File: src/rtl/wapc_pkg.sv
// Shared types and constants for the wave absorption piston correction unit.
// Depends on nothing; every other file uses it by scoped names.
`default_nettype none
package wapc_pkg;
  localparam int FracBits = 32;
  localparam int MaxPower = 8;

  localparam logic [2:0] RegStartTime  = 3'd0;
  localparam logic [2:0] RegAbsorbGain = 3'd1;
  localparam logic [2:0] RegHomePos    = 3'd2;
  localparam logic [2:0] RegDriftLimit = 3'd3;
  localparam logic [2:0] RegDriftTime  = 3'd4;
  localparam logic [2:0] RegDriftPower = 3'd5;
  localparam logic [2:0] RegAccelLimit = 3'd6;

  localparam logic signed [47:0] PosMax = 48'sh7FFF_FFFF_FFFF;
  localparam logic signed [47:0] NegMin = 48'sh8000_0000_0000;
  localparam logic [46:0] AccelUnlimited = 47'h7FFF_FFFF_FFFF;

  typedef struct packed {
    logic [47:0]        sim_time;
    logic [32:0]        step_length;
    logic signed [47:0] planned_move;
    logic signed [47:0] target_elevation;
    logic signed [47:0] measured_elevation;
    logic               disable_correction;
  } in_beat_t;

  typedef struct packed {
    logic signed [47:0] correction;
    logic signed [47:0] piston_position;
    logic               accel_clamped;
    logic               drift_active;
  } out_beat_t;

  typedef struct packed {
    logic [47:0]        start_time;
    logic [46:0]        absorb_gain;
    logic signed [47:0] home_position;
    logic [46:0]        drift_limit;
    logic [47:0]        drift_time;
    logic [3:0]         drift_power;
    logic [46:0]        accel_limit;
  } cfg_t;

  // Saturate a wide signed value to 48 bits.
  function automatic logic signed [47:0] sat48(input logic signed [63:0] v);
    logic signed [47:0] r;
    if (v > 64'(PosMax)) r = PosMax;
    else if (v < 64'(NegMin)) r = NegMin;
    else r = v[47:0];
    return r;
  endfunction

  // Build a saturated signed result from magnitude, overflow flag and sign.
  function automatic logic signed [47:0] from_mag(input logic [63:0] m,
                                                  input logic over,
                                                  input logic neg);
    logic signed [47:0] r;
    if (neg) begin
      if (over || m > 64'h8000_0000_0000) r = NegMin;
      else r = 48'(-$signed(m));
    end else begin
      if (over || m > 64'(PosMax)) r = PosMax;
      else r = m[47:0];
    end
    return r;
  endfunction
endpackage
`default_nettype wire

File: src/rtl/wapc_datapath.sv
// Datapath: one shared sequential multiplier and one shared radix-2 divider with
// their operand registers, driven by commands from wapc_ctrl. Uses wapc_pkg.
`default_nettype none
module wapc_datapath (
  input  wire logic               clk_i,
  input  wire logic               rst_ni,
  input  wire logic               mul_start_i,
  input  wire logic signed [63:0] mul_a_i,
  input  wire logic [63:0]        mul_b_i,
  input  wire logic [5:0]         mul_sh_i,
  input  wire logic               div_start_i,
  input  wire logic signed [63:0] div_a_i,
  input  wire logic [63:0]        div_b_i,
  output logic                    busy_o,
  output logic signed [47:0]      result_o
);
  // Multiplier: 16 bits of the multiplier per cycle.
  logic [63:0]  mm_q, mm_d;
  logic [63:0]  mb_q, mb_d;
  logic [127:0] acc_q, acc_d;
  logic [2:0]   mcnt_q, mcnt_d;
  logic [5:0]   msh_q, msh_d;
  logic         mneg_q, mneg_d;
  // Divider: one quotient bit per cycle over a 128-bit dividend, with a 64-bit remainder.
  logic [127:0] num_q, num_d;
  logic [63:0]  rem_q, rem_d;
  logic [63:0]  dq_q, dq_d;
  logic [63:0]  db_q, db_d;
  logic         dover_q, dover_d;
  logic         dneg_q, dneg_d;
  logic [7:0]   dcnt_q, dcnt_d;
  logic         mact_q, mact_d, dact_q, dact_d, dfin_q, dfin_d;
  logic signed [47:0] res_q, res_d;

  logic [127:0] shifted;
  logic [64:0]  rtry;
  logic [63:0]  qn;
  logic [63:0]  amag;
  logic [127:0] dividend;

  always_comb begin
    mm_d = mm_q; mb_d = mb_q; acc_d = acc_q; mcnt_d = mcnt_q; msh_d = msh_q;
    mneg_d = mneg_q; num_d = num_q; rem_d = rem_q; dq_d = dq_q; db_d = db_q;
    dover_d = dover_q; dneg_d = dneg_q; dcnt_d = dcnt_q; mact_d = mact_q;
    dact_d = dact_q; dfin_d = 1'b0; res_d = res_q;
    shifted = '0; rtry = '0; qn = '0; dividend = '0;
    amag = '0;
    if (mul_start_i) begin
      amag = mul_a_i[63] ? 64'(-mul_a_i) : 64'(mul_a_i);
      mm_d = amag; mb_d = mul_b_i; acc_d = '0; mcnt_d = '0;
      msh_d = mul_sh_i; mneg_d = mul_a_i[63]; mact_d = 1'b1;
    end else if (mact_q) begin
      acc_d = acc_q + ((128'(mm_q) * 128'(mb_q[15:0])) << (7'(mcnt_q) << 4));
      mb_d = mb_q >> 16;
      mcnt_d = mcnt_q + 3'd1;
      if (mcnt_q == 3'd3) begin
        mact_d = 1'b0;
        shifted = acc_d >> msh_q;
        res_d = wapc_pkg::from_mag(shifted[63:0], shifted[127:64] != '0, mneg_q);
      end
    end
    if (div_start_i) begin
      amag = div_a_i[63] ? 64'(-div_a_i) : 64'(div_a_i);
      dividend = {64'd0, amag} << wapc_pkg::FracBits;
      num_d = dividend; rem_d = '0; dq_d = '0; db_d = div_b_i;
      dover_d = 1'b0; dneg_d = div_a_i[63]; dcnt_d = 8'd128; dact_d = 1'b1;
    end else if (dact_q) begin
      rtry = {rem_q, num_q[127]};
      qn = dq_q;
      if (rtry >= 65'(db_q)) begin
        rem_d = 64'(rtry - 65'(db_q));
        qn = {dq_q[62:0], 1'b1};
      end else begin
        rem_d = rtry[63:0];
        qn = {dq_q[62:0], 1'b0};
      end
      if (!dover_q) begin
        dq_d = qn;
        if (qn > 64'hFFFF_FFFF_FFFF) dover_d = 1'b1;
      end
      num_d = num_q << 1;
      dcnt_d = dcnt_q - 8'd1;
      if (dcnt_q == 8'd1) begin
        dact_d = 1'b0;
        dfin_d = 1'b1;
      end
    end
    if (dfin_q) res_d = wapc_pkg::from_mag(dq_q, dover_q, dneg_q);
  end

  always_ff @(posedge clk_i or negedge rst_ni) begin
    if (!rst_ni) begin
      mact_q <= 1'b0; dact_q <= 1'b0; dfin_q <= 1'b0;
    end else begin
      mact_q <= mact_d; dact_q <= dact_d; dfin_q <= dfin_d;
    end
  end

  always_ff @(posedge clk_i) begin
    mm_q <= mm_d; mb_q <= mb_d; acc_q <= acc_d; mcnt_q <= mcnt_d; msh_q <= msh_d;
    mneg_q <= mneg_d; num_q <= num_d; rem_q <= rem_d; dq_q <= dq_d; db_q <= db_d;
    dover_q <= dover_d; dneg_q <= dneg_d; dcnt_q <= dcnt_d; res_q <= res_d;
  end

  assign busy_o = mact_q | dact_q | dfin_q | mul_start_i | div_start_i;
  assign result_o = res_q;
endmodule
`default_nettype wire

File: config.mk
export PLATFORM = sky130hd
export DESIGN_NAME = wapc_datapath
export DESIGN_NICKNAME = d
export VERILOG_FILES = /design/src/rtl/wapc_pkg.sv /design/src/rtl/wapc_datapath.sv
export SDC_FILE = /design/constraint.sdc
export NUM_CORES = 2
export LEC_CHECK = 0
export ABC_AREA = 1
export BUFFER_PORTS_ARGS = -buffer_cell sky130_fd_sc_hd__buf_4
export CAP_MARGIN = 25
export CORE_ASPECT_RATIO = 1.1
export CORE_MARGIN = 5
export CORE_UTILIZATION = 55
export CTS_CLUSTER_DIAMETER = 60
export CTS_CLUSTER_SIZE = 28
export DETAILED_ROUTE_END_ITERATION = 8
export PLACE_DENSITY_LB_ADDON = 0.12
export SLEW_MARGIN = 20
export SYNTH_ARGS = -nofsm -noshare
export SYNTH_HDL_FRONTEND = slang
export SYNTH_SLANG_ARGS = --single-unit
File: constraint.sdc
create_clock -name clk_i -period 21.2 [get_ports clk_i]
set_clock_uncertainty 0.2 [all_clocks]
set_input_delay 2.12 -clock clk_i [delete_from_list [all_inputs] [get_ports clk_i]]
set_output_delay 2.12 -clock clk_i [all_outputs]
set_load 0.02 [all_outputs]
======== Yosys cells after proc, flatten, opt, wreduce, memory -nomap -nowiden ========
Index checks and enable logic that the tools add are counted.
word-level totals
  word-level logic and storage cells ...... 86
  register bits ........................... 615
cells by class
  reductions and logical operators ........ 11
  bitwise logic cells ..................... 5
  add/subtract/negate cells ............... 8
  shifts and indexed selects .............. 2
  multiply operators ...................... 1
  mux-type cells .......................... 31
  order comparisons ....................... 6
  eq/ne operators ......................... 3
operator list
  kind                    count
  $mux W48                10
  $mux W64                6
  $gt A64 B48 Y1 const B  3
  $mux W96                2
  $add A128 B128 Y128     1
  $gt A64 B47 Y1 const B  2
  $neg A64 Y64            2
  $shl A80 B7 Y128        1
  $shr A128 B6 Y128       1
  $neg A48 Y48            2
  $mul A64 B16 Y80        1
  $ge A65 B64 Y1          1
  $reduce_bool A64 Y1     1
  $sub A64 B64 Y64        1
  $mux W63                1
  $mux W1                 12
  $eq A8 B1 Y1 const B    1
  $reduce_bool A2 Y1      4
  $sub A8 B1 Y8 const B   1
  $logic_or A1 B1 Y1      4
  $or A1 B1 Y1            4
  $add A3 B1 Y3 const B   1
  $eq A3 B2 Y1 const B    1
  $reduce_and A3 Y1       1
  3 further kinds         3

======== Logic depth before layout (Yosys ltp) ========
  depth after elaboration ................. 12
  gate-level depth with buffers ........... 78
  mapped depth without buffers ............ 76

======== Least setup slack after synthesis ========
Ideal clock, no wire load.
  path kind ............................... reg2reg
  start ................................... register mb_q[9]
  end ..................................... register res_q[47] (netlist: result_o[47]), data pin
  path buffers ............................ 3
  cell stages (with the launch flop) ...... 69
  setup time .............................. 0.257 ns
  path slack .............................. 10.344 ns
  arrival ................................. 10.400 ns
  path through ............................ edfxtp_1 -> clkbuf_1 -> buf_1 -> nand2_1 -> fa_1 -> inv_1 -> fa_1 -> inv_1 -> fa_1 -> inv_1 -> fa_1 -> fa_1 -> inv_1 -> fa_1 -> inv_1 -> ha_1 -> nand2_1 -> nor2_1 -> (+33 left out) -> nand2_1 -> nand2_1 -> nand3_1 -> nand3_1 -> nand3_1 -> nand3_1 -> nand2_1 -> ha_1 -> nand3_1 -> nor2_4 -> nand3_4 -> nor2_8 -> nand3_4 -> nand2_2 -> nand4_4 -> buf_6 -> o21ai_1 -> nand2_1
between the ends
  longest elaborated chain between the ends .. 12
  elaborated cells on any way between the ends .. 17
  those cells by class .................... add/sub (2); mul (1); order compare (2); shift (2); mux (7); reduce/logical (3)
ends and longest elaborated chain
  element                                       line                            RTL
  start: declaration                            wapc_datapath.sv:19             logic [63:0] mb_q, mb_d;
  start signal: assignment                      wapc_datapath.sv:100            mm_q <= mm_d; mb_q <= mb_d; acc_q <= acc_d; mcnt_q <= mcnt_d; msh_q <= msh_d;
  $mul A64 B16 Y80 *                            wapc_datapath.sv:53             acc_d = acc_q + ((128'(mm_q) * 128'(mb_q[15:0])) << (7'(mcnt_q) << 4));
  $shl A80 B7 Y128 *                            wapc_datapath.sv:53
  $add A128 B128 Y128 *                         wapc_datapath.sv:53
  $shr A128 B6 Y128 *                           wapc_datapath.sv:58             shifted = acc_d >> msh_q;
  $gt A64 B47 Y1 (tied with other cells)        wapc_pkg.sv:64                  if (over || m > 64'(PosMax)) r = PosMax;
  $logic_or A1 B1 Y1, on equally long branches  wapc_pkg.sv:64, wapc_pkg.sv:61
  $mux W48, on equally long branches            wapc_pkg.sv:64, wapc_pkg.sv:61
  $mux W48 *                                    wapc_pkg.sv:60                  if (neg) begin
  $mux W48 *                                    wapc_datapath.sv:56             if (mcnt_q == 3'd3) begin
  $mux W48 *                                    wapc_datapath.sv:52             end else if (mact_q) begin
  $mux W48 *                                    wapc_datapath.sv:48             if (mul_start_i) begin
  $mux W48 *                                    wapc_datapath.sv:88             if (dfin_q) res_d = wapc_pkg::from_mag(dq_q, dover_q, dneg_q);
  named net res_d[47]                           wapc_datapath.sv:33             logic signed [47:0] res_q, res_d;
  end signal: assignment                        wapc_datapath.sv:102            dover_q <= dover_d; dneg_q <= dneg_d; dcnt_q <= dcnt_d; res_q <= res_d;
  end: declaration                              wapc_datapath.sv:33
Mark *: on every way through the listed nets, which the timed path passes. The rest lies on a longest branch. The select of a mux whose other input is x is not followed.
A chain may end at the register's enable or synchronous reset.

======== Worst setup path after layout ========
Ends and elaborated chain as after synthesis.

==> qor_table.md <==
| Quantity | This run |
| --- | --- |
| Run status | finished, final reports clean |
| Top library cells by usage in the layout, fill and taps aside | sky130_fd_sc_hd__nand2_1, sky130_fd_sc_hd__inv_1, sky130_fd_sc_hd__nand3_1 |
| Gate Count Post-Synth | 13,170 |
| Routed wire length | 375.5 mm |
| Clock transition at the registers of the reported paths | 80 ps |
| # Post-CTS Setup Buffers | 0 |
| Origin of the worst min-delay path | acc_q[0]$_SDFFE_PP0P_ |
| Via/cell ratio | 5.981 |
| Slowest cell on crit path | sky130_fd_sc_hd__nor2_1 |
| Pin count of the biggest net entering global routing | 128 |
| Worst Path Max Fanout | 56 |
| Data required time of the critical path | 21,470 ps |
| Number of vias after detailed routing | 91,050 |
| TritonCTS sink count | 615 |
| Flip-flop cell with the highest count after synthesis | sky130_fd_sc_hd__edfxtp_1 |
| Fin cells | 15,220 |
| Most common library cell in the layout ignoring fill and taps | sky130_fd_sc_hd__nand2_1 |
| Family with the most delay on the worst path | simple AND/OR/NAND/NOR gates |
| Maximum level of the CTS H-tree | 3 |
| FFs w/ async S/R, synth | 0.4878% |
| Number of cell rows | 154 |
| Critical setup path kind | reg2reg |
| RSZ-0062 raised after global routing | false |
| HPWL Detailed | 303.6 mm |
| Area of the mapped netlist | 0.08797 mm^2 |
| Final antenna-violating net count | 0 |
| Number of design-rule violations left by the first detailed-router iteration | 10,250 |
| Number of buffers inserted by hold repair at cts | 0 |
| Period Utilization, post-route | 75.27% |
| Synth warnings | 0 |
| Number of max-slew violations in the final report | 0 |
| Total of max-cap violations | 0 |
| CTS root buf | sky130_fd_sc_hd__clkbuf_16 |
| Worst-Skew Late Latency | 750 ps |
| Seq/Total Area, Yosys | 17.56% |
| Startpoint of the worst setup timing path | mb_q[9]$_DFFE_PP_ |
| Avg WL per Cell | 24.67 um |
| Vertical extent of the die | 429.4 um |
| CP peak stage delay | 700 ps |
| Iteration count of the initial detailed-routing pass | 9 |
| Worst EP arrival | 16,230 ps |
| Kind of end point of the critical path | flip-flop |
| DIE AREA | 0.1680 mm^2 |
| Global route total overflow | 0 |
| Wire length of the first global-routing pass | 556.5 mm |
| Width of the chip | 391.3 um |
| Number of enable-type register cells in the synthesized netlist | 312 |
| Shortest clock period the worst path allows after layout | 15,960 ps |
| Area growth, synth to finish | 6.917% |
| Cells resized by post-CTS repair | 0 |
| Placed cell count | 15,070 |
| Number of antenna violations at the first check in global routing | 16 |
| Gr usage total | 43.99% |
| Final weighted congestion in routability-driven placement | 1.167 |
| Placed inst area | 0.09119 mm^2 |
| Number of global-route vias before repair | 90,390 |
| Highest Clock Rate | 62.67 MHz |
| Worst slew pin tran | 1257 ps |
| Fraction of final layout cells with drive strength greater than 1 | 6.325% |
| Synth Net Count | 14,660 |
| DRC violation count after routing | 0 |
| Number of buffers added on ports | 314 |
| Final Hold Vio Count | 0 |
| Total I/O pin count | 315 |
| Cell seen most often among critical-path stages | sky130_fd_sc_hd__nand2_1 |
| Number of buffers added by the clock tree synthesis step | 72 |
| Clock tree from TritonCTS | yes |
| Combined buffer and inverter count along the critical path | 11 |
| Number of flip-flops and latches in the synthesized netlist | 615 |
| CORE AREA | 0.1595 mm^2 |
| Max-slew headroom | 16.20% |
| Number of failing setup endpoints in the final timing report | 0 |
| Startpoint of the worst register-to-register path | mb_q[9]$_DFFE_PP_ |
| Mean post-synth cell area | 6.677 um^2 |
| Starting Density | 55.14% |
| Post-route standard cell area excluding fillers | 0.09405 mm^2 |
| Max clock buf depth | 3 |
| Number of distinct standard cells referenced by the synthesized netlist | 77 |
| Startpoint kind of the worst setup timing path | flip-flop |
| Sum of negative setup slack | 0 ps |
| Layout Nets | 14,530 |
| Class of the tightest hold or removal check | reg2reg |
==> through the flow <==
| stage | setup WS [ps] | hold WS [ps] | utilization (%) |
|---|---|---|---|
| after floorplan | 10340 | 221.5 | - |
| after global placement | 5523 | 236.1 | 57.13 |
| after detailed placement | 5637 | 245.8 | 57.16 |
| after CTS | 5595 | 260.2 | 58.86 |
| after global routing | 4754 | 285.3 | 58.93 |
| final | 5242 | 260.6 | 58.95 |
==> cells by family after synthesis <==
group | synth area share, %
muxes | 0.1366
xor gates and xnor gates | 3.503
adders and majority gates | 24.77
AOI/OAI and AO/OA | 10.76
buffers and inverters | 12.77
and+or+nand+nor | 30.49
DFF | 17.56
==> path summary, 6_finish.rpt <==
kind | endpoint | slack (ps) | cells after the start
setup / recovery | result_o[47]$_DFFE_PP_ | 5240 | 64
hold / removal | acc_q[0]$_SDFFE_PP0P_ | 260 | 2
hold reg to reg | acc_q[0]$_SDFFE_PP0P_ | 260 | 2
max in group asynchronous | dfin_q$_DFF_PN0_ | 19750 | 1
setup reg to reg | result_o[47]$_DFFE_PP_ | 5240 | 64
min in group asynchronous | dact_q$_DFF_PN0_ | 940 | 1
==> flip-flops by register name (all words and copies together) (netlist names), 3 cells and up <==
name      flops
result_o     48
msh_q         6
mcnt_q        3
dq_q         64
mb_q         64
mm_q         64
db_q         64
dcnt_q        8
acc_q       128
num_q        96
rem_q        64
==> metal layers <==
layer | routed length, um | vias to the layer above | share of wire, % | global-route usage [%]
met1 | 130000 | 42850 | 35 | 49.12
met5 | 87 | - | 0.023 | 0
met2 | 166500 | 5265 | 44 | 69.43
met3 | 35310 | 1669 | 9.4 | 10.78
met4 | 43640 | 14 | 12 | 39.67
li1 | - | 41250 | - | -
==> layout make-up <==
class                   count  area (um^2)
clock buffers              75         1834
repair buffers            415         3203
fillers                 14980        65490
clock inverters            59        882.1
diodes                     11        27.53
multi-input cells        9644        61380
well taps                2106         2635
inverters                2298         8638
flip-flops and latches    615        15450
==> synth_stat cells, types with 31 or more instances <==
| library cell | number | share of area, % |
|---|---|---|
| sky130_fd_sc_hd__inv_1 | 2220 | 9.5 |
| sky130_fd_sc_hd__nand3_1 | 1267 | 7.2 |
| sky130_fd_sc_hd__nor3_2 | 46 | 0.52 |
| sky130_fd_sc_hd__clkbuf_1 | 406 | 1.7 |
| sky130_fd_sc_hd__o22ai_1 | 58 | 0.41 |
| sky130_fd_sc_hd__xor2_1 | 186 | 1.9 |
| sky130_fd_sc_hd__nand4_1 | 108 | 0.77 |
| sky130_fd_sc_hd__and2_1 | 31 | 0.22 |
| sky130_fd_sc_hd__xnor2_1 | 164 | 1.6 |
| sky130_fd_sc_hd__dfxtp_1 | 300 | 6.8 |
| sky130_fd_sc_hd__a31oi_1 | 49 | 0.35 |
| sky130_fd_sc_hd__a21oi_1 | 625 | 3.6 |
| sky130_fd_sc_hd__nor2_1 | 1008 | 4.3 |
| sky130_fd_sc_hd__buf_2 | 93 | 0.53 |
| sky130_fd_sc_hd__fa_1 | 868 | 20 |
| sky130_fd_sc_hd__nand2_2 | 44 | 0.31 |
| sky130_fd_sc_hd__o21ai_1 | 103 | 0.59 |
| sky130_fd_sc_hd__nor4_1 | 34 | 0.24 |
| sky130_fd_sc_hd__nor2_2 | 38 | 0.27 |
| sky130_fd_sc_hd__buf_1 | 90 | 0.38 |
| sky130_fd_sc_hd__nor3_1 | 130 | 0.74 |
| sky130_fd_sc_hd__ha_1 | 353 | 5.0 |
| sky130_fd_sc_hd__edfxtp_1 | 312 | 11 |
| sky130_fd_sc_hd__o211ai_1 | 32 | 0.27 |
| sky130_fd_sc_hd__o21ai_0 | 752 | 4.3 |
| sky130_fd_sc_hd__nand2_1 | 3489 | 15 |
| sky130_fd_sc_hd__inv_2 | 69 | 0.29 |
==> tightest hold or removal path, delay by kind of cell (launching register included) <==
| family | cells | cell delay, ps |
|---|---|---|
| AND/OR/NAND/NOR | 2 | 100 |
| flip-flops | 1 | 320 |
Power is not shown: default switching activity piles up to over one toggle a cycle in this logic, so the estimate is an artifact.
