`src/rtl/wapc_pkg.sv`:
```
// Shared types and constants for the wave absorption piston correction unit.
// Depends on nothing; every other file uses it by scoped names.
`default_nettype none
package wapc_pkg;
  localparam int FracBits = 32;
  localparam int MaxPower = 8;

  localparam logic [2:0] RegStartTime  = 3'd0;
  localparam logic [2:0] RegAbsorbGain = 3'd1;
  localparam logic [2:0] RegHomePos    = 3'd2;
  localparam logic [2:0] RegDriftLimit = 3'd3;
  localparam logic [2:0] RegDriftTime  = 3'd4;
  localparam logic [2:0] RegDriftPower = 3'd5;
  localparam logic [2:0] RegAccelLimit = 3'd6;

  localparam logic signed [47:0] PosMax = 48'sh7FFF_FFFF_FFFF;
  localparam logic signed [47:0] NegMin = 48'sh8000_0000_0000;
  localparam logic [46:0] AccelUnlimited = 47'h7FFF_FFFF_FFFF;

  typedef struct packed {
    logic [47:0]        sim_time;
    logic [32:0]        step_length;
    logic signed [47:0] planned_move;
    logic signed [47:0] target_elevation;
    logic signed [47:0] measured_elevation;
    logic               disable_correction;
  } in_beat_t;

  typedef struct packed {
    logic signed [47:0] correction;
    logic signed [47:0] piston_position;
    logic               accel_clamped;
    logic               drift_active;
  } out_beat_t;

  typedef struct packed {
    logic [47:0]        start_time;
    logic [46:0]        absorb_gain;
    logic signed [47:0] home_position;
    logic [46:0]        drift_limit;
    logic [47:0]        drift_time;
    logic [3:0]         drift_power;
    logic [46:0]        accel_limit;
  } cfg_t;

  // Saturate a wide signed value to 48 bits.
  function automatic logic signed [47:0] sat48(input logic signed [63:0] v);
    logic signed [47:0] r;
    if (v > 64'(PosMax)) r = PosMax;
    else if (v < 64'(NegMin)) r = NegMin;
    else r = v[47:0];
    return r;
  endfunction

  // Build a saturated signed result from magnitude, overflow flag and sign.
  function automatic logic signed [47:0] from_mag(input logic [63:0] m,
                                                  input logic over,
                                                  input logic neg);
    logic signed [47:0] r;
    if (neg) begin
      if (over || m > 64'h8000_0000_0000) r = NegMin;
      else r = 48'(-$signed(m));
    end else begin
      if (over || m > 64'(PosMax)) r = PosMax;
      else r = m[47:0];
    end
    return r;
  endfunction
endpackage
`default_nettype wire

```
`src/rtl/wapc_ctrl.sv`:
```
// Controller: sequences one control step through the shared multiply and
// divide units of wapc_datapath and holds the piston state. Uses wapc_pkg.
`default_nettype none
module wapc_ctrl (
  input  wire logic               clk_i,
  input  wire logic               rst_ni,
  input  wire wapc_pkg::cfg_t     cfg_i,
  input  wire logic               home_load_i,
  input  wire logic signed [47:0] home_value_i,
  input  wire logic               start_i,
  input  wire wapc_pkg::in_beat_t beat_i,
  input  wire logic               res_free_i,
  output logic                    done_o,
  output wapc_pkg::out_beat_t     res_o,
  output logic                    mul_start_o,
  output logic signed [63:0]      mul_a_o,
  output logic [63:0]             mul_b_o,
  output logic [5:0]              mul_sh_o,
  output logic                    div_start_o,
  output logic signed [63:0]      div_a_o,
  output logic [63:0]             div_b_o,
  input  wire logic               busy_i,
  input  wire logic signed [47:0] result_i
);
  typedef enum logic [4:0] {
    S_IDLE, S_UT, S_UR, S_HALF, S_DRIFT, S_RAMP_DIV, S_RAMP_POW, S_RAMP_LIM,
    S_RAMP_NEXT, S_VEL, S_ACC, S_CHK, S_LD1, S_LD2, S_LVD, S_DX2DIV,
    S_FINISH, S_WAIT
  } state_e;

  state_e state_q, ret_q;
  logic signed [47:0] pos_q, pvel_q, lvel_q;
  logic [47:0] dstart_q;
  logic drun_q, dpos_q, lvalid_q;
  wapc_pkg::in_beat_t b_q;
  logic [32:0] dt_q;
  logic after_q, clamp_q;
  logic signed [47:0] ut_q, up_q, mov_q, vel_q, t1_q;
  logic [47:0] el_q, tlen_q, ft_q, pw_q;
  logic [48:0] tc_q;
  logic [3:0] p_q, k_q;
  logic rsel_q;
  logic signed [47:0] rmp0_q;

  logic signed [63:0] xp, up_sum, ramp_diff, dx2_sum, pos_sum;
  logic [63:0] xpm;
  logic [47:0] el_w;
  logic [47:0] u_w;
  logic [47:0] one;
  logic [3:0] pe;

  assign one = 48'(64'd1 << wapc_pkg::FracBits);

  always_comb begin
    xp = 64'(pos_q) + 64'(b_q.planned_move) + 64'(mov_q) - 64'(cfg_i.home_position);
    xpm = xp[63] ? 64'(-xp) : 64'(xp);
    u_w = one - ft_q;
    up_sum = 64'(ut_q) + 64'(result_i);
    ramp_diff = 64'(rmp0_q) - 64'(result_i);
    dx2_sum = 64'(t1_q) + 64'(result_i);
    pos_sum = 64'(pos_q) + 64'(b_q.planned_move) +
              (b_q.disable_correction ? 64'd0 : 64'(mov_q));
    el_w = (b_q.sim_time >= dstart_q) ? b_q.sim_time - dstart_q : '0;
    pe = cfg_i.drift_power;
    if (pe == 4'd0) pe = 4'd1;
    if (pe > 4'(wapc_pkg::MaxPower)) pe = 4'(wapc_pkg::MaxPower);
  end

  always_ff @(posedge clk_i or negedge rst_ni) begin
    if (!rst_ni) begin
      state_q <= S_IDLE; ret_q <= S_IDLE; pos_q <= '0; pvel_q <= '0;
      lvel_q <= '0; dstart_q <= '0; drun_q <= 1'b0; dpos_q <= 1'b0;
      lvalid_q <= 1'b0; done_o <= 1'b0; mul_start_o <= 1'b0;
      div_start_o <= 1'b0;
    end else begin
      done_o <= 1'b0; mul_start_o <= 1'b0; div_start_o <= 1'b0;
      if (home_load_i) pos_q <= home_value_i;
      case (state_q)
        S_IDLE: begin
          if (start_i) begin
            b_q <= beat_i;
            dt_q <= (beat_i.step_length == '0) ? 33'd1 : beat_i.step_length;
            after_q <= beat_i.sim_time > cfg_i.start_time;
            clamp_q <= 1'b0; mov_q <= '0;
            div_a_o <= 64'(beat_i.planned_move);
            div_b_o <= (beat_i.step_length == '0) ? 64'd1 : 64'(beat_i.step_length);
            div_start_o <= 1'b1;
            ret_q <= S_UT; state_q <= S_WAIT;
          end
        end
        S_WAIT: if (!busy_i && !mul_start_o && !div_start_o) state_q <= ret_q;
        S_UT: begin
          ut_q <= result_i; up_q <= result_i;
          if (after_q) begin
            mul_a_o <= 64'(b_q.target_elevation) - 64'(b_q.measured_elevation);
            mul_b_o <= 64'(cfg_i.absorb_gain); mul_sh_o <= 6'(wapc_pkg::FracBits);
            mul_start_o <= 1'b1; ret_q <= S_UR; state_q <= S_WAIT;
          end else state_q <= S_DRIFT;
        end
        S_UR: begin
          up_q <= wapc_pkg::sat48(up_sum);
          mul_a_o <= 64'(wapc_pkg::sat48(up_sum)) + 64'(pvel_q);
          mul_b_o <= 64'(dt_q); mul_sh_o <= 6'(wapc_pkg::FracBits + 1);
          mul_start_o <= 1'b1; ret_q <= S_HALF; state_q <= S_WAIT;
        end
        S_HALF: begin
          mov_q <= wapc_pkg::sat48(64'(result_i) - 64'(b_q.planned_move));
          state_q <= S_DRIFT;
        end
        S_DRIFT: begin
          if (cfg_i.drift_limit == '0) state_q <= S_VEL;
          else begin
            tlen_q <= (cfg_i.drift_time == '0) ? 48'd1 : cfg_i.drift_time;
            p_q <= pe;
            if (!drun_q && xpm > 64'(cfg_i.drift_limit)) begin
              drun_q <= 1'b1; dstart_q <= b_q.sim_time; dpos_q <= xp[63];
              el_q <= '0;
              tc_q <= 49'(dt_q);
              rsel_q <= 1'b0; state_q <= S_RAMP_DIV;
            end else if (drun_q) begin
              el_q <= el_w;
              tc_q <= 49'(el_w) + 49'(dt_q);
              rsel_q <= 1'b0; state_q <= S_RAMP_DIV;
            end else state_q <= S_VEL;
          end
        end
        S_RAMP_DIV: begin
          if (el_q >= tlen_q) begin
            drun_q <= 1'b0; state_q <= S_VEL;
          end else if (tc_q >= 49'(tlen_q)) begin
            ft_q <= one; pw_q <= one; k_q <= '0; state_q <= S_RAMP_POW;
          end else begin
            div_a_o <= 64'(tc_q); div_b_o <= 64'(tlen_q); div_start_o <= 1'b1;
            pw_q <= one; k_q <= '0; ret_q <= S_RAMP_POW; state_q <= S_WAIT;
          end
        end
        S_RAMP_POW: begin
          if (ret_q == S_RAMP_POW) begin
            ft_q <= result_i; ret_q <= S_IDLE;
          end else if (k_q != '0 && ret_q == S_RAMP_LIM) begin
            pw_q <= result_i; ret_q <= S_IDLE;
          end else if (k_q == p_q) begin
            mul_a_o <= 64'(cfg_i.drift_limit); mul_b_o <= 64'(one) - 64'(pw_q);
            mul_sh_o <= 6'(wapc_pkg::FracBits); mul_start_o <= 1'b1;
            ret_q <= S_RAMP_NEXT; state_q <= S_WAIT;
          end else begin
            mul_a_o <= 64'(pw_q); mul_b_o <= 64'(u_w);
            mul_sh_o <= 6'(wapc_pkg::FracBits); mul_start_o <= 1'b1;
            k_q <= k_q + 4'd1; ret_q <= S_RAMP_LIM; state_q <= S_WAIT;
          end
        end
        S_RAMP_LIM: begin
          pw_q <= result_i; ret_q <= S_IDLE; state_q <= S_RAMP_POW;
        end
        S_RAMP_NEXT: begin
          if (!rsel_q) begin
            rmp0_q <= result_i; rsel_q <= 1'b1; tc_q <= 49'(el_q);
            state_q <= S_RAMP_DIV;
          end else begin
            mov_q <= dpos_q ? wapc_pkg::sat48(64'(mov_q) + ramp_diff)
                            : wapc_pkg::sat48(64'(mov_q) - ramp_diff);
            state_q <= S_VEL;
          end
        end
        S_VEL: begin
          div_a_o <= 64'(b_q.planned_move) + 64'(mov_q); div_b_o <= 64'(dt_q);
          div_start_o <= 1'b1; ret_q <= S_ACC; state_q <= S_WAIT;
        end
        S_ACC: begin
          vel_q <= result_i;
          if (lvalid_q) begin
            div_a_o <= 64'(result_i) - 64'(lvel_q); div_b_o <= 64'(dt_q);
            div_start_o <= 1'b1; ret_q <= S_CHK; state_q <= S_WAIT;
          end else state_q <= S_FINISH;
        end
        S_CHK: begin
          if (after_q && cfg_i.accel_limit != wapc_pkg::AccelUnlimited &&
              (result_i[47] ? 48'(-result_i) : result_i) > 48'(cfg_i.accel_limit)) begin
            mul_a_o <= result_i[47] ? -64'(cfg_i.accel_limit) : 64'(cfg_i.accel_limit);
            mul_b_o <= 64'(dt_q); mul_sh_o <= 6'(wapc_pkg::FracBits);
            mul_start_o <= 1'b1; ret_q <= S_LD1; state_q <= S_WAIT;
          end else state_q <= S_FINISH;
        end
        S_LD1: begin
          mul_a_o <= 64'(result_i); mul_b_o <= 64'(dt_q);
          mul_sh_o <= 6'(wapc_pkg::FracBits); mul_start_o <= 1'b1;
          ret_q <= S_LD2; state_q <= S_WAIT;
        end
        S_LD2: begin
          t1_q <= result_i;
          mul_a_o <= 64'(lvel_q); mul_b_o <= 64'(dt_q);
          mul_sh_o <= 6'(wapc_pkg::FracBits); mul_start_o <= 1'b1;
          ret_q <= S_LVD; state_q <= S_WAIT;
        end
        S_LVD: begin
          mov_q <= wapc_pkg::sat48(64'(wapc_pkg::sat48(dx2_sum)) - 64'(b_q.planned_move));
          div_a_o <= 64'(wapc_pkg::sat48(dx2_sum)); div_b_o <= 64'(dt_q);
          div_start_o <= 1'b1; clamp_q <= 1'b1;
          ret_q <= S_DX2DIV; state_q <= S_WAIT;
        end
        S_DX2DIV: begin
          vel_q <= result_i; state_q <= S_FINISH;
        end
        S_FINISH: begin
          if (res_free_i) begin
            pos_q <= wapc_pkg::sat48(pos_sum);
            lvel_q <= vel_q; lvalid_q <= 1'b1; pvel_q <= up_q;
            res_o.correction <= b_q.disable_correction ? '0 : mov_q;
            res_o.piston_position <= wapc_pkg::sat48(pos_sum);
            res_o.accel_clamped <= clamp_q;
            res_o.drift_active <= drun_q;
            done_o <= 1'b1; state_q <= S_IDLE;
          end
        end
        default: state_q <= S_IDLE;
      endcase
    end
  end
endmodule
`default_nettype wire

```
`config.mk`:
```
export PLATFORM = sky130hd
export DESIGN_NAME = wapc_ctrl
export DESIGN_NICKNAME = d
export VERILOG_FILES = /design/src/rtl/wapc_pkg.sv /design/src/rtl/wapc_ctrl.sv
export SDC_FILE = /design/constraint.sdc
export NUM_CORES = 2
export LEC_CHECK = 0
export CELL_PAD_IN_SITES_DETAIL_PLACEMENT = 1
export CELL_PAD_IN_SITES_GLOBAL_PLACEMENT = 2
export CORE_MARGIN = 1
export CORE_UTILIZATION = 41
export DETAILED_ROUTE_END_ITERATION = 7
export DONT_BUFFER_PORTS = 1
export PLACE_DENSITY = 0.8
export SLEW_MARGIN = 10
export SYNTH_ARGS = -nofsm -noshare
export SYNTH_HDL_FRONTEND = slang
export SYNTH_SLANG_ARGS = --single-unit
```
`constraint.sdc`:
```
create_clock -name clk_i -period 14.1 [get_ports clk_i]
set_clock_uncertainty 0.2 [all_clocks]
set_input_delay 3.525 -clock clk_i [delete_from_list [all_inputs] [get_ports clk_i]]
set_output_delay 3.525 -clock clk_i [all_outputs]
set_load 0.1 [all_outputs]
```
== Word level (Yosys, flattened, before mapping) ==
Cells that the tools add are included.
Storage, ports and cells
  output and inout bits: 363
  bits of input ports: 617
  register bits after elaboration: 1334
Operators by class
  mux-type cells: 124
  magnitude comparators: 21
  reduce and logical (&&, ||, !) cells: 61
  bitwise gates (word level): 2
  equality and inequality tests: 41
  add/sub/neg operators: 24
Operators by type and width (count)
  two-way mux 48 bit: 32
  two-way mux 64 bit: 20
  case mux 64 bit (4 select lines): 2
  case mux 64 bit (6 select lines): 1
  case mux 64 bit (5 select lines): 1
  adder 48 x 48 -> 49 bit: 6
  subtractor 48 x 48 -> 49 bit: 5
  > comparator 49 x 48 -> 1 bit (second input constant): 4
  < comparator 49 x 48 -> 1 bit (second input constant): 4
  two-way mux 49 bit: 4
  case mux 48 bit (2 select lines): 2
  case mux 48 bit (4 select lines): 1
  case mux 48 bit (3 select lines): 1
  > comparator 50 x 48 -> 1 bit (second input constant): 2
  < comparator 50 x 48 -> 1 bit (second input constant): 2
  case mux 49 bit (2 select lines): 1
  >= comparator 48 bit: 2
  two-way mux 5 bit: 14
  case mux 5 bit (14 select lines): 1
  adder 64 bit: 1
  > comparator 64 x 47 -> 1 bit: 1
  > comparator 64 x 48 -> 1 bit (second input constant): 1
  < comparator 64 x 48 -> 1 bit (second input constant): 1
  negator 47 -> 64 bit: 1
  other kinds (56): 163

== Depth between registers and ports, before layout ==
  depth after elaboration: 10
  gate-level depth with buffers: 37
  gate-level depth less buffers: 33

== Worst setup path after synthesis ==
Ideal clock, no wire load.
  path kind: input to register
  start point: input port cfg_i[147] in the netlist's numbering
  end point: register tc_q[0] (enable)
  slack: 1042 ps
  buffers on the path: 0
  arrival: 12385 ps
  data required time: 13427 ps
  cell stages on the path: 29
  cells stage by stage: inv_1 > fa_1 > inv_1 > fa_1 > inv_1 > ha_1 > fa_1 > a211oi_2 > o211ai_2 > a41oi_2 > xnor2_1 > o21bai_1 > or4_4 > or3_1 > or4_1 > nor4_1 > nor2_1 > xor2_1 > ha_1 > nand4_1 > nor4_1 > nand2_1 > or3_1 > o2111ai_1 > a221oi_1 > a31oi_1 > or3_1 > nor2_1 > o22ai_1
Between the ends
  longest elaborated chain between the ends: 7
Ends and longest elaborated chain
  from (decl): line wapc_ctrl.sv:7  | input wire wapc_pkg::cfg_t cfg_i,
  subtractor 50 x 48 -> 51 bit *: line wapc_ctrl.sv:55  | xp = 64'(pos_q) + 64'(b_q.planned_move) + 64'(mov_q) - 64'(cfg_i.home_position);
  negator 51 -> 64 bit: line wapc_ctrl.sv:56  | xpm = xp[63] ? 64'(-xp) : 64'(xp);
  two-way mux 64 bit *: line wapc_ctrl.sv:56
  > comparator 64 x 47 -> 1 bit *: line wapc_ctrl.sv:115  | if (!drun_q && xpm > 64'(cfg_i.drift_limit)) begin
  logical AND 1 bit *: line wapc_ctrl.sv:115
  inequality test 3 bit (no line) *
  AND reduction 5 bit (no line) *
  to (signal assigned): line wapc_ctrl.sv:118  | tc_q <= 49'(dt_q);
  to (signal assigned): line wapc_ctrl.sv:122  | tc_q <= 49'(el_w) + 49'(dt_q);
  to (decl): line wapc_ctrl.sv:40  | logic [48:0] tc_q;
Every way passes the cells marked *; elsewhere a longest branch is shown, timed or not.
A chain may end at the register's enable or synchronous reset.

== Worst setup path after layout ==
  start point: input port cfg_i[147] in the netlist's numbering
  end point: register tc_q[12] (data pin)
Between the ends
  longest elaborated chain between the ends: 8
Ends and longest elaborated chain
  subtractor 50 x 48 -> 51 bit *: line wapc_ctrl.sv:55
  negator 51 -> 64 bit: line wapc_ctrl.sv:56
  two-way mux 64 bit *: line wapc_ctrl.sv:56
  > comparator 64 x 47 -> 1 bit *: line wapc_ctrl.sv:115
  logical AND 1 bit *: line wapc_ctrl.sv:115
  two-way mux 49 bit *: line wapc_ctrl.sv:115
  two-way mux 49 bit *: line wapc_ctrl.sv:111  | if (cfg_i.drift_limit == '0) state_q <= S_VEL;
  case mux 49 bit (2 select lines) *: line wapc_ctrl.sv:78  | case (state_q)
Every way passes the cells marked *; elsewhere a longest branch is shown, timed or not. The select of a mux whose other input is x is not followed.

==> parameters.txt <==
Parameter                              Value

Timing
  Slew headroom ... 0.0247
  Hold slack final ... 0.239 ns
  Share of the clock period used by the worst path ... 0.923
  Setup repair after global routing missed its margin ... no
  Final critical-path setup slack ... 1.09 ns
  Count of pins over their slew limit ... 0
  Number of endpoints with negative hold slack in the final report ... 0
  Fmax achieved ... 76.8 MHz
  Setup TNS ... 0 ns
  Post-layout min period ... 13.01 ns
  Worst Max-Slew Pin Slew ... 1.45 ns
  Number of failing setup endpoints in the final timing report ... 0

Worst setup path
  End of the critical path ... tc_q[12]
  Worst R2R Path Depth ... 29
  Capturing element type of the critical path ... flip-flop
  Data arrival time of the critical path ... 13.38 ns
  Crit-path slowest cell ... sky130_fd_sc_hd__a31oi_1
  Crit. Startpoint ... cfg_i[147]
  Required time at the worst-slack endpoint ... 14.46 ns
  Crit path largest cell delay ... 1.06 ns
  Crit Reg-Reg Startpoint ... b_q[106]
  Crit start category ... input pin
  Worst r2r dst ... tc_q[12]
  Minimum setup slack among reg-to-reg paths ... 2.73 ns
  Category of the critical setup timing path ... input pin to flip-flop
  Critical path peak fanout ... 36

Clock tree
  Clock tree root buffer cell ... sky130_fd_sc_hd__clkbuf_16
  Clock-pin slew reported for the worst setup and hold paths after clock tree synthesis ... 0.06 ns
  Num CTS Buffers ... 160
  Clock network latency to the later pin of the worst-skew pair ... 0.92 ns
  # resized after CTS ... 0
  Hold buffers post-CTS ... 0
  Number of H-tree levels ... 4
  Clock sinks ... 1283
  Max Buffers Root-to-Sink ... 4
  Number of buffers inserted by post-CTS setup repair ... 0
  Clock tree from TritonCTS ... built

Finish
  Commonest cells after routing, fill and taps aside ... sky130_fd_sc_hd__edfxtp_1, sky130_fd_sc_hd__a21oi_1, sky130_fd_sc_hd__ha_1
  Design area ... 117000 um2
  Number of nets at the end of the flow ... 13538
  Number of inserted filler cells in the final layout ... 29553
  Area growth from synthesis to layout ... 9.78%
  Fraction of final layout cells sized beyond drive strength 1 ... 0.0671
  Most common cell after layout, fill and taps aside ... sky130_fd_sc_hd__edfxtp_1
  Non-filler cells, final ... 15394

Power
  Maximum vdd drop ... 0.232 mV
  NetSw ... 0.0174 W
  Switching share of power ... 0.540
  Clock network fraction of total power ... 0.138
  PwrDens ... 275 nW/um2
  Portion of total power attributed to sequential cells ... 0.218
  Static leakage ... 48.9 nW
  Portion of total power attributed to combinational logic ... 0.644
  Total internal power ... 0.0149 W

Route
  Wire length after detailed routing ... 571000 um
  Via count normalized by instance count ... 6.50
  Count of TritonRoute iterations in the first routing pass ... 7
  Count of routing violations after the opening detailed-route iteration ... 11297
  Vias ... 99998
  Routed wire per std cell ... 37.1 um
  Final ANT Viol Nets ... 0
  Drc violations ... 0

Synth
  Part of the Yosys area used for sequential elements ... 0.351
  Gate Count Post-Synth ... 11875
  Most area-hungry cell type in the Yosys netlist ... sky130_fd_sc_hd__edfxtp_1
  Proportion of register bits with asynchronous set or reset after synthesis ... 0.161
  Yosys warnings ... 0
  Synth cell types ... 95
  Portion of synthesized cell area occupied by the leading cell type ... 0.303
  Post-Synthesis Mean Instance Area ... 8.99 um2
  Seq cells post-synth ... 1283
  Primary flip-flop cell chosen by synthesis mapping ... sky130_fd_sc_hd__edfxtp_1
  Dominant cells by area after synthesis ... sky130_fd_sc_hd__edfxtp_1, sky130_fd_sc_hd__ha_1, sky130_fd_sc_hd__dfrtp_1
  Synth Cell Area ... 107000 um2
  Number of flops mapped to enable cells by yosys ... 1076

Global routing
  GRT Overall Usage ... 0.421
  Maximum number of pins on one net before global-route repair ... 220
  GRT Residual Overflow ... 0
  First-pass GRT wire length ... 780000 um
  Initial antenna violation count ... 127
  Vias in the first global route ... 100235

Floorplan
  Floorplan die area ... 262000 um2
  DIE HEIGHT ... 512 um
  Core box area ... 258000 um2
  Cell Rows ... 186
  I/O pins ... 980
  Die X-Extent ... 512 um
  Initial core utilization ... 0.414

Worst hold path
  Hold_sp ... up_q[26]
  Hold Path Class ... flip-flop to flip-flop

Place
  Minimum setup slack after placement ... 0.435 ns
  Number of I/O port buffers ... 0
  # placed instances ... 15027
  Routability-driven placement congestion ratio ... 1.04
  Area after DPL ... 112000 um2
  Final HPWL DP ... 468000 um

Run
  Max-capacitance violation count ... 0

Status
  Result of the run ... finished clean
## registers in the layout, summed over array words and instances, names as in the netlist, 49 cells and up
| signal | count |
|---|---|
| tc_q | 49 |
| div_a_o | 50 |
| res_o | 98 |
| mul_a_o | 64 |
| b_q | 193 |
| mul_b_o | 49 |
## routing by layer
layer / global-route usage / vias to the layer above / share of wire
li1: - / 43144 / -
met1: 0.517 / 50471 / 0.39
met2: 0.649 / 5085 / 0.44
met3: 0.111 / 1250 / 0.098
met4: 0.281 / 48 / 0.076
met5: 0 / - / 0.00060
## worst max-delay path: cells and delay by family
family                   cells  cell delay (ns)
adder cells (fa/ha/maj)      5             2.04
AO/OA/AOI/OAI               11             3.64
XOR/XNOR                     1             0.18
buffers and inverters        4             0.61
multiplexers                 1             0.32
AND/OR/NAND/NOR              9             3.01
## power groups by stage
stage	registers (W)	logic, W	clock network [W]
after CTS	0.00702	0.0203	0.00446
after floorplan	0.00684	0.0133	0
after detailed placement	0.00709	0.0201	0
after global placement	0.00708	0.0198	0
after global routing	0.00707	0.0222	0.00457
final	0.00705	0.0208	0.00445
## cells in the mapped netlist (154+ instances only)
| cell | n |
|---|---|
| sky130_fd_sc_hd__a21o_1 | 536 |
| sky130_fd_sc_hd__a21oi_1 | 1024 |
| sky130_fd_sc_hd__clkbuf_1 | 449 |
| sky130_fd_sc_hd__dfrtp_1 | 207 |
| sky130_fd_sc_hd__edfxtp_1 | 1076 |
| sky130_fd_sc_hd__ha_1 | 1004 |
| sky130_fd_sc_hd__inv_1 | 906 |
| sky130_fd_sc_hd__nand2_1 | 956 |
| sky130_fd_sc_hd__nand2b_1 | 159 |
| sky130_fd_sc_hd__nand3_1 | 194 |
| sky130_fd_sc_hd__nand4_1 | 155 |
| sky130_fd_sc_hd__nor2_1 | 898 |
| sky130_fd_sc_hd__nor2b_1 | 243 |
| sky130_fd_sc_hd__nor3_1 | 190 |
| sky130_fd_sc_hd__o21ai_0 | 805 |
| sky130_fd_sc_hd__o21bai_1 | 154 |
| sky130_fd_sc_hd__xnor2_1 | 562 |
| sky130_fd_sc_hd__xor2_1 | 262 |
## final cells by class
| class | count | area, um2 | share of cell area |
|---|---|---|---|
| flip-flops and latches | 1283 | 37500 | 0.320 |
| repair buffers | 298 | 2410 | 0.0206 |
| diodes | 75 | 188 | 0.00160 |
| well taps | 3384 | 4230 | 0.0361 |
| clock buffers | 212 | 4440 | 0.0378 |
| clock inverters | 80 | 1010 | 0.00863 |
| multi-input cells | 9150 | 64000 | 0.546 |
| inverters | 912 | 3430 | 0.0292 |
## stage by stage
stage,total power (W),util
3_3_place_gp,0.0269,0.433
6_report,0.0323,0.455
2_1_floorplan,0.0202,-
5_1_grt,0.0339,0.454
3_5_place_dp,0.0272,0.433
4_1_cts,0.0318,0.454
## cells by family (layout without fill, tap and decap cells)
logic type               after synthesis  after routing  share of synthesized area
AO/OA/AOI/OAI                       3632           3632                      0.218
flip-flops                          1283           1283                      0.351
other                                  2             96                  0.0000703
adder cells (fa/ha/maj)             1141           1141                      0.141
XOR/XNOR                             824            824                     0.0676
buffers and inverters               1461           1502                     0.0536
AND/OR/NAND/NOR                     3347           3347                      0.150
multiplexers                         185            185                     0.0187
## worst min-delay path by stage
| stage | endpoint | depth (start not counted) | slack (ns) |
|---|---|---|---|
| detailed placement | pvel_q[24] | 2 | 0.23 |
| finish | pvel_q[26] | 2 | 0.24 |
| global route | pvel_q[39] | 2 | 0.26 |
| CTS | pvel_q[25] | 2 | 0.22 |
| global placement | pvel_q[47] | 2 | 0.22 |
| floorplan | res_o[1] | 0 | 0.20 |
Note: power is estimated with default switching activity, not from simulation.
